$ cat config.mk
export PLATFORM = sky130hd
export DESIGN_NAME = rppu_ctrl
export DESIGN_NICKNAME = d
export VERILOG_FILES = /design/src/hw/rtl/rppu_pkg.sv /design/src/hw/rtl/rppu_ctrl.sv
export SDC_FILE = /design/constraint.sdc
export NUM_CORES = 1
export LEC_CHECK = 0
export ABC_AREA = 1
export CAP_MARGIN = 20
export CORE_UTILIZATION = 45
export CTS_BUF_LIST = sky130_fd_sc_hd__clkbuf_16
export DETAILED_ROUTE_END_ITERATION = 7
export DONT_BUFFER_PORTS = 1
export GPL_ROUTABILITY_DRIVEN = 0
export PLACE_DENSITY = 0.64
export SETUP_SLACK_MARGIN = 0.2
export SKIP_CTS_REPAIR_TIMING = 1
export SYNTH_ARGS = -nofsm -noshare
export SYNTH_HDL_FRONTEND = slang
export SYNTH_SLANG_ARGS = --single-unit
$ cat constraint.sdc
create_clock -name clock -period 4.4 [get_ports clock]
set_clock_uncertainty 0.1 [all_clocks]
set_input_delay 0.66 -clock clock [delete_from_list [all_inputs] [get_ports clock]]
set_output_delay 0.66 -clock clock [all_outputs]
set_load 0.005 [all_outputs]
$ cat src/hw/rtl/rppu_pkg.sv
// ----------------------------------------------------------------------------
// rppu_pkg
// Shared types and constants of the relative pose projection unit.
// ----------------------------------------------------------------------------
package rppu_pkg;

   localparam int POS_FRAC_BITS_DEF  = 16;
   localparam int QUAT_FRAC_BITS_DEF = 14;

   // Radix-2 divider: one quotient bit per step over a 64-bit dividend
   localparam int DIV_STEPS = 64;
   localparam int CNT_W     = 6;

   // Configuration register indexes
   localparam logic [2:0] CSR_FOCAL_PX     = 3'd0;
   localparam logic [2:0] CSR_CENTER_U     = 3'd1;
   localparam logic [2:0] CSR_CENTER_V     = 3'd2;
   localparam logic [2:0] CSR_IMAGE_WIDTH  = 3'd3;
   localparam logic [2:0] CSR_IMAGE_HEIGHT = 3'd4;
   localparam logic [2:0] CSR_CAM_OFF_X    = 3'd5;
   localparam logic [2:0] CSR_CAM_OFF_Y    = 3'd6;
   localparam logic [2:0] CSR_CAM_OFF_Z    = 3'd7;

   // Configuration reset values
   localparam logic [31:0] FOCAL_PX_RST     = 32'd30654051;
   localparam logic [11:0] CENTER_U_RST     = 12'd320;
   localparam logic [11:0] CENTER_V_RST     = 12'd240;
   localparam logic [12:0] IMAGE_WIDTH_RST  = 13'd640;
   localparam logic [12:0] IMAGE_HEIGHT_RST = 13'd480;
   localparam logic [31:0] CAM_OFF_X_RST    = 32'd0;
   localparam logic [31:0] CAM_OFF_Y_RST    = 32'd0;
   localparam logic [31:0] CAM_OFF_Z_RST    = 32'd8520;

   // Input function codes
   localparam logic FUNC_OBSERVER = 1'b0;
   localparam logic FUNC_TARGET   = 1'b1;

   typedef enum logic [3:0] {
      OP_NONE,
      OP_LOAD,
      OP_QMUL,
      OP_QSTORE,
      OP_ROT,
      OP_CMUL,
      OP_CACC,
      OP_CFIN,
      OP_PMUL,
      OP_DINIT,
      OP_DSTEP,
      OP_PFIN,
      OP_OUT
   } rppu_op_type;

   typedef struct packed {
      rppu_op_type      op;
      logic [1:0]       ax;   // camera axis, or pixel axis (0 = u, 1 = v)
      logic [1:0]       row;  // rotation row / difference component
      logic [CNT_W-1:0] cnt;  // quaternion product index / divider step
   } rppu_cmd_type;

   typedef struct packed {
      logic front;     // camera x of the current transaction is positive
      logic out_free;  // result register may be loaded this cycle
   } rppu_stat_type;

endpackage

$ cat src/hw/rtl/rppu_ctrl.sv
// ----------------------------------------------------------------------------
// rppu_ctrl
// Sequencer: steps the shared multiplier and divider through one transaction.
// ----------------------------------------------------------------------------
module rppu_ctrl
   import rppu_pkg::*;
(
   input  logic          clock,
   input  logic          reset,
   input  logic          req_tvalid,
   input  logic          req_func,
   output logic          req_tready,
   input  rppu_stat_type stat,
   output rppu_cmd_type  cmd
);

   typedef enum logic [3:0] {
      S_IDLE, S_QMUL, S_QSTORE, S_ROT, S_CMUL, S_CACC, S_CFIN,
      S_PMUL, S_DINIT, S_DSTEP, S_PFIN, S_OUT
   } state_type;

   state_type        state_ff, state_in;
   logic [1:0]       ax_ff, ax_in;
   logic [1:0]       row_ff, row_in;
   logic [CNT_W-1:0] cnt_ff, cnt_in;

   always_comb begin
      state_in = state_ff;
      ax_in    = ax_ff;
      row_in   = row_ff;
      cnt_in   = cnt_ff;
      unique case (state_ff)
         S_IDLE: begin
            if (req_tvalid) begin
               ax_in    = '0;
               row_in   = '0;
               cnt_in   = '0;
               state_in = (req_func == FUNC_TARGET) ? S_CMUL : S_QMUL;
            end
         end
         S_QMUL:   state_in = S_QSTORE;
         S_QSTORE: begin
            if (cnt_ff == CNT_W'(8)) begin
               state_in = S_ROT;
            end else begin
               cnt_in   = cnt_ff + 1'b1;
               state_in = S_QMUL;
            end
         end
         S_ROT:  state_in = S_CMUL;
         S_CMUL: state_in = S_CACC;
         S_CACC: begin
            if (row_ff == 2'd2) begin
               state_in = S_CFIN;
            end else begin
               row_in   = row_ff + 1'b1;
               state_in = S_CMUL;
            end
         end
         S_CFIN: begin
            row_in = '0;
            if (ax_ff == 2'd2) begin
               ax_in    = '0;
               state_in = stat.front ? S_PMUL : S_OUT;
            end else begin
               ax_in    = ax_ff + 1'b1;
               state_in = S_CMUL;
            end
         end
         S_PMUL: begin
            cnt_in   = '0;
            state_in = S_DINIT;
         end
         S_DINIT: state_in = S_DSTEP;
         S_DSTEP: begin
            if (cnt_ff == CNT_W'(DIV_STEPS - 1)) begin
               state_in = S_PFIN;
            end else begin
               cnt_in = cnt_ff + 1'b1;
            end
         end
         S_PFIN: begin
            if (ax_ff == 2'd0) begin
               ax_in    = 2'd1;
               state_in = S_PMUL;
            end else begin
               state_in = S_OUT;
            end
         end
         S_OUT: begin
            if (stat.out_free) begin
               state_in = S_IDLE;
            end
         end
         default: state_in = S_IDLE;
      endcase
   end

   always_ff @(posedge clock) begin
      if (reset) begin
         state_ff <= S_IDLE;
         ax_ff    <= '0;
         row_ff   <= '0;
         cnt_ff   <= '0;
      end else begin
         state_ff <= state_in;
         ax_ff    <= ax_in;
         row_ff   <= row_in;
         cnt_ff   <= cnt_in;
      end
   end

   assign req_tready = (state_ff == S_IDLE);

   always_comb begin
      cmd.ax  = ax_ff;
      cmd.row = row_ff;
      cmd.cnt = cnt_ff;
      unique case (state_ff)
         S_IDLE:   cmd.op = req_tvalid ? OP_LOAD : OP_NONE;
         S_QMUL:   cmd.op = OP_QMUL;
         S_QSTORE: cmd.op = OP_QSTORE;
         S_ROT:    cmd.op = OP_ROT;
         S_CMUL:   cmd.op = OP_CMUL;
         S_CACC:   cmd.op = OP_CACC;
         S_CFIN:   cmd.op = OP_CFIN;
         S_PMUL:   cmd.op = OP_PMUL;
         S_DINIT:  cmd.op = OP_DINIT;
         S_DSTEP:  cmd.op = OP_DSTEP;
         S_PFIN:   cmd.op = OP_PFIN;
         S_OUT:    cmd.op = stat.out_free ? OP_OUT : OP_NONE;
         default:  cmd.op = OP_NONE;
      endcase
   end

endmodule

=== After elaboration in Yosys (flattened, before gate mapping) ===
Index checks and enable logic that the tools add are counted.

* Add/sub/neg operators: 3
* Eq/ne operators: 22
* Multiplexer cells: 23
* Reduce and logical (&&, ||, !) cells: 9

{| class="wikitable"
|+ Operators by type and width
! kind !! count
|-
| 4-bit one-hot mux with 12 select lines || 2
|-
| 4-bit two-way mux || 7
|-
| 6-bit one-hot mux with 4 select lines || 1
|-
| 6-bit two-way mux || 3
|-
| 4-bit by 3-bit == test with 1-bit output (second input constant) || 4
|-
| 4-bit == test (second input constant) || 4
|-
| 2-bit inequality test (second input constant) || 7
|-
| 2-bit two-way mux || 6
|-
| 2-bit one-hot mux with 3 select lines || 2
|-
| 3-bit AND reduction || 3
|-
| 4-bit by 2-bit == test with 1-bit output (second input constant) || 2
|-
| 6-bit by 1-bit adder with 6-bit output (second input constant) || 1
|-
| 6-bit by 4-bit == test with 1-bit output (second input constant) || 1
|-
| 6-bit == test (second input constant) || 1
|-
| 3-bit nonzero test || 2
|-
| 2-bit by 1-bit adder with 2-bit output (second input constant) || 2
|-
| 2-bit == test (second input constant) || 2
|-
| 4-bit by 1-bit == test with 1-bit output (second input constant) || 1
|-
| 4-bit logical NOT || 1
|-
| 4-bit AND reduction || 1
|-
| 4-bit nonzero test || 1
|-
| 3-bit two-way mux || 1
|-
| 2-bit logical NOT || 1
|-
| 1-bit two-way mux || 1
|}

* Flip-flop bits (word level): 14
* Input bits: 6
* Word-level logic and storage cells: 61

=== Depth between registers and ports, before layout ===
Gate-level depths: netlist of the first run.

* Depth in word-level cells: 3
* Mapped depth: 11

=== Worst setup path before layout of the first run ===
OpenSTA, ideal clock, no wires.

* Path type: register to output
* Start: reg state_ff[1]
* End: out cmd[10] in the netlist's numbering
* Arrival time: 0.929 ns
* Slack: 2.711 ns
* Stages on the path, launching flop included: 8
* Path through: dfxtp_1 -> buf_4 -> inv_1 -> nor2_2 -> nand2_2 -> o21ai_0 -> nor2_1 -> o211ai_1

{| class="wikitable"
|+ RTL lines
! item !! line !! text
|-
| start, declared || rppu_ctrl.sv:22 || <nowiki>state_type state_ff, state_in;</nowiki>
|-
| start signal, assigned || rppu_ctrl.sv:106 || <nowiki>state_ff <= state_in;</nowiki>
|-
| end, declared || rppu_ctrl.sv:14 || <nowiki>output rppu_cmd_type cmd</nowiki>
|}

==> results of run 1 <==
==> worst reg2reg max path: stages, from the launching register on <==
cell and delay [ns]:
dfxtp_1 0.47, ha_1 0.25, nand2_1 0.07, nor2_1 0.20
nand2_1 0.10, nor2_1 0.14, nor2_2 0.11, nand2_4 0.11
nand2_1 0.05, a21oi_1 0.13
==> per-stage QoR <==
stage               instances  area [um^2]  setup WS (ns)  hold slack [ns]
finish                    197         1170           2.25            0.376
floorplan                 168         1070           2.71            0.381
detailed placement        193         1090           2.55            0.421
global route              197         1170           2.17            0.371
global placement          193         1090           2.60            0.397
CTS                       197         1170           2.29            0.375
==> worst min-delay path by stage <==
| stage | start | endpoint | slack, ns |
|---|---|---|---|
| floorplan | ax_ff[1] | ax_ff[1] | 0.38 |
| global placement | ax_ff[1] | ax_ff[1] | 0.40 |
| detailed placement | ax_ff[1] | ax_ff[1] | 0.42 |
| CTS | reset | state_ff[1] | 0.38 |
| global route | reset | state_ff[3] | 0.37 |
| finish | reset | ax_ff[1] | 0.38 |
==> synth_stat cells <==
cell type	number
nor2_8	1
nand2_2	3
nor2_4	2
a22oi_1	1
o211ai_1	2
dfxtp_1	14
or2_2	1
nand3b_1	1
o2111ai_1	1
nand3_2	2
nand3_1	12
inv_2	3
nand4_1	1
nand2_1	42
nor2_2	4
a31oi_2	1
xnor2_1	1
xor2_1	2
clkbuf_1	1
ha_1	3
nand2_4	3
nor2_1	20
nor3_1	3
a21oi_1	12
o21ai_0	10
inv_1	20
buf_4	1
buf_2	1
==> logic make-up (layout without fill, tap and decap cells) <==
logic type,after synthesis,count (layout)
AO/OA/AOI/OAI,27,27
XOR/XNOR,3,3
adder cells (fa/ha/maj),3,3
buffers and inverters,26,27
flip-flops,14,14
AND/OR/NAND/NOR,95,95
==> area by class of cell <==
cell class	instances	share of cell area (%)
Clock buffer	3	6.44
Clock inverter	1	0.322
Inverter	23	7.40
Multi-Input combinational cell	128	58.8
Sequential cell	14	24.0
Tap cell	28	3.00
==> registers in the layout, indices dropped and copies added (netlist names) <==
| register | cells |
|---|---|
| ax_ff | 2 |
| row_ff | 2 |
| cnt_ff | 6 |
| state_ff | 4 |
==> report_power, final <==
| part | switching (mW) | internal [mW] | leakage [nW] |
|---|---|---|---|
| Sequential | 0.0401 | 0.153 | 0.114 |
| Clock | 0.0552 | 0.120 | 0.0385 |
| Combinational | 0.262 | 0.139 | 0.330 |
==> metal layers <==
layer  vias to the layer above  part of all wire (%)  track usage, %
met2                        43                    45            30.0
met3                         6                   7.3            4.85
met1                       473                    45            25.9
met4                         0                   2.8            16.2
li1                        542                     -               -
met5                         -                     0               0
==> impl_metrics.json, run 1 <==
{
  "status": "complete, no violations",
  "start_kind": "flip-flop",
  "dieHeight_um": 50.7,
  "synth_area_leaders": "dfxtp_1 (26%), nand2_1 (15%), inv_1 (7.0%), nor2_1 (7.0%), a21oi_1 (5.6%)",
  "grt_pass1_vias": 908,
  "cp_top_family": "flip-flops",
  "timing_worst_slew_pin_value_ns": 0.305,
  "synth-xor-area-share_pct": 2.46,
  "groute.usage.overall_pct": 20.7,
  "cts_buffers": 3,
  "cp_num_cells": 6,
  "crit_arrival_ns": 1.39,
  "startpoint": "state_ff[1]",
  "ant_nets": 0,
  "synth_top_area_cell": "dfxtp_1",
  "drv_cap": 0,
  "core-area_um2": 2230,
  "place_hpwl_um": 1840,
  "maxSlewViolCount": 0,
  "layout-drive-gt1-share_pct": 13.6,
  "io_pins": 21,
  "reg2reg_depth": 9,
  "vias": 1064,
  "min_path_cells": 1,
  "yosys.area_share.simple_pct": 43.8,
  "cp_max_fo": 8,
  "worstSetupEndpointType": "output pin",
  "r2r_end": "cnt_ff[5]",
  "initial_utilization_pct": 47.8,
  "grt_start_max_net_pins": 13,
  "wirelength_um": 2390,
  "antennaDiodeCount": 0,
  "regArea_um2": 280,
  "r2r_slack_ns": 2.59,
  "io_buffers": 0,
  "cts.clk_slew.worst_paths_ns": 0.05,
  "area_growth_pct": 9.13,
  "grt_pass1_wl_um": 3840,
  "nNetsFinal": 179,
  "fillers": 222,
  "ys_warn_count": 0,
  "utilization_pct": 52.2,
  "tns_ns": 0,
  "final_cell_mix": "nand2_1 (42), inv_1 (20), nor2_1 (20)",
  "row_count": 17,
  "cts_tree": "done",
  "overflow": 0,
  "viasPerCell": 5.40,
  "clock_latency_ns": 0.25,
  "crit_buf_inv": 1,
  "final_common_cell": "nand2_1",
  "cp.required_ns": 3.64,
  "synth_compound_area_share_pct": 14.4,
  "synth_area_um2": 1070,
  "relSlewSlack_pct": 79.6,
  "fp.dieArea_um2": 2570,
  "vdd_ir_drop_max_mv": 0.412,
  "drtIter0Drc": 50,
  "slowest_stage": "dfxtp_1",
  "period_needed_ns": 2.15,
  "p_total_uw": 769,
  "worst_path_largest_cell_delay_ns": 0.46,
  "hold_class": "primary input to flip-flop",
  "htree_levels": 1,
  "die_x_um": 50.7,
  "antenna_found_initial": 0,
  "rsz0062_at_grt": "false",
  "synth.avg_cell_area_um2": 6.36,
  "synth_nets": 177,
  "synthMuxAreaShare_pct": 0,
  "synth_top_area_share_pct": 26.2,
  "wire_per_inst_um": 12.1,
  "ys_ff_latch": 14,
  "synthAdderAreaFrac_pct": 3.51,
  "drc": 0,
  "setup_violations": 0,
  "max_clock_freq_ghz": 0.466,
  "criticalPathCategory": "flip-flop to output pin",
  "cts-root-buf": "clkbuf_16",
  "first_pass_iters": 4,
  "clockBufferDepth": 2,
  "p_leak_nw": 0.483,
  "r2r-start": "cnt_ff[0]",
  "seq_area_frac_synth_pct": 26.2,
  "finalHoldViolCount": 0,
  "synth_top_family_by_area": "simple AND/OR/NAND/NOR gates",
  "post-route-period-util_pct": 48.8,
  "cts_sinks": 14,
  "netlist_instances": 168,
  "endpoint": "cmd[10]",
  "p_per_area_nw_per_um2": 660,
  "yosysUniqueCellTypes": 28,
  "multi_input_area_um2": 686,
  "path_cells": "inv_1 > nor2_2 > nand2_2 > o21ai_0 > nor2_1 > o211ai_1"
}
(Power assumes the default switching activity.)
==> inputs of run 2 (changes only) <==
clock period = 2 ns   (was 4.4 ns; I/O delays follow)
==> run 2 against run 1 <==
Flip-flop and latch count unchanged. Via count is 2.1% lower. Register-to-register slack worse by 2.2 ns. Critical path depth unchanged. Clock power grew 110%. Wire length up 0.88%. Design area up 0.64%. Sequential power grew 130%. First-iteration DRC count shrank 30%. Setup slack worse by 1.9 ns.
==> impl_metrics.json, run 2 (synthesis results as in run 1) <==
{
  "period_needed_ns": 1.69,
  "criticalPathCategory": "flip-flop to output pin",
  "layout-drive-gt1-share_pct": 17.2,
  "cp_max_fo": 8,
  "maxSlewViolCount": 0,
  "endpoint": "cmd[10]",
  "timing_worst_slew_pin_value_ns": 0.299,
  "start_kind": "flip-flop",
  "grt_start_max_net_pins": 13,
  "first_pass_iters": 4,
  "cts.clk_slew.worst_paths_ns": 0.05,
  "rsz0062_at_grt": "true",
  "core-area_um2": 2230,
  "min_path_cells": 1,
  "wire_per_inst_um": 12.2,
  "vias": 1042,
  "clockBufferDepth": 2,
  "hold_class": "primary input to flip-flop",
  "place_hpwl_um": 1900,
  "post-route-period-util_pct": 84.7,
  "p_per_area_nw_per_um2": 1440,
  "path_cells": "inv_1 > nor2_2 > nand2_2 > o21ai_0 > nor2_1 > o211ai_1",
  "io_pins": 21,
  "r2r-start": "cnt_ff[0]",
  "drc": 0,
  "ant_nets": 0,
  "cts-root-buf": "clkbuf_16",
  "groute.usage.overall_pct": 20.5,
  "finalHoldViolCount": 0,
  "area_growth_pct": 9.84,
  "clock_latency_ns": 0.24,
  "setup_violations": 0,
  "r2r_end": "cnt_ff[1]",
  "wirelength_um": 2410,
  "largest_register": "cnt_ff",
  "cp.required_ns": 1.60,
  "crit_arrival_ns": 1.29,
  "drtIter0Drc": 35,
  "antennaDiodeCount": 0,
  "drv_cap": 0,
  "grt_pass1_wl_um": 3960,
  "cts_tree": "done",
  "nNetsFinal": 179,
  "r2r_slack_ns": 0.38,
  "cp_top_family": "flip-flops",
  "slowest_stage": "dfxtp_2",
  "tns_ns": 0,
  "initial_utilization_pct": 47.8,
  "reg_top3": "cnt_ff: 6 flops, state_ff: 4 flops",
  "worstSetupEndpointType": "output pin",
  "antenna_found_initial": 0,
  "max_clock_freq_ghz": 0.591,
  "p_leak_nw": 0.485,
  "relSlewSlack_pct": 80.0,
  "setup_ws_ns": 0.307,
  "htree_levels": 1,
  "grt_pass1_vias": 912,
  "vdd_ir_drop_max_mv": 0.740,
  "status": "complete, no violations",
  "largest_reg_flops": 6,
  "preCtsSetupSlack_ns": 0.318,
  "dieHeight_um": 50.7,
  "fp.dieArea_um2": 2570,
  "row_count": 17,
  "io_buffers": 0,
  "crit_buf_inv": 1,
  "final_cell_mix": "nand2_1 (42), inv_1 (20), nor2_1 (20)",
  "p_total_mw": 1.69,
  "overflow": 0,
  "worst_path_largest_cell_delay_ns": 0.40,
  "reg2reg_depth": 10,
  "cts_sinks": 14,
  "viasPerCell": 5.29,
  "cts_buffers": 3,
  "die_x_um": 50.7,
  "fillers": 230,
  "final_common_cell": "nand2_1",
  "cp_num_cells": 6,
  "startpoint": "state_ff[1]"
}
run 2: how the worst min path moves through the flow:
stage           from          end  slack (ns)
2_1_floorplan  reset  state_ff[2]        0.28
3_3_place_gp   reset    cnt_ff[3]        0.27
3_5_place_dp   reset     ax_ff[1]        0.27
4_1_cts        reset     ax_ff[1]        0.02
5_1_grt        reset     ax_ff[1]        0.01
6_report       reset  state_ff[1]        0.01
run 2: worst reg2reg max path, stage by stage, from the launching register on:
cell	delay, ns
dfxtp_2	0.40
ha_1	0.20
nand2_1	0.06
nor2_1	0.16
nand2_1	0.10
nor2_1	0.12
nor2_2	0.10
nand2_4	0.10
nand2_1	0.07
nand2_1	0.06
nor2_1	0.04
run 2: layout make-up:
| class | instances | area, um^2 | share of cell area [%] |
|---|---|---|---|
| multi-input cells | 128 | 686 | 58.4 |
| flip-flops and latches | 14 | 288 | 24.5 |
| inverters | 23 | 86.3 | 7.36 |
| clock buffers | 3 | 75.1 | 6.40 |
| well taps | 28 | 35.0 | 2.99 |
| clock inverters | 1 | 3.75 | 0.320 |
run 2: metrics by stage:
step	hold WS, ns	util, %	instances	instance area (um^2)
after detailed placement	0.272	48.7	193	1090
after CTS	0.0172	52.2	197	1170
after floorplan	0.279	-	168	1070
final	0.0131	52.5	197	1170
after global placement	0.272	48.7	193	1090
after global routing	0.0118	52.5	197	1170
run 2: power breakdown:
| group | leakage (nW) | internal, mW | switching (mW) | total, mW |
|---|---|---|---|---|
| clock network | 0.0385 | 0.264 | 0.113 | 0.377 |
| logic | 0.330 | 0.306 | 0.570 | 0.876 |
| registers | 0.117 | 0.345 | 0.0916 | 0.436 |
run 2: metal layers:
layer	part of all wire (%)	global-route usage, %	wire length [um]
met5	0	0	0
met4	0.37	6.02	9
met3	7.9	7.27	191
met2	46	32.0	1120
met1	46	26.4	1100
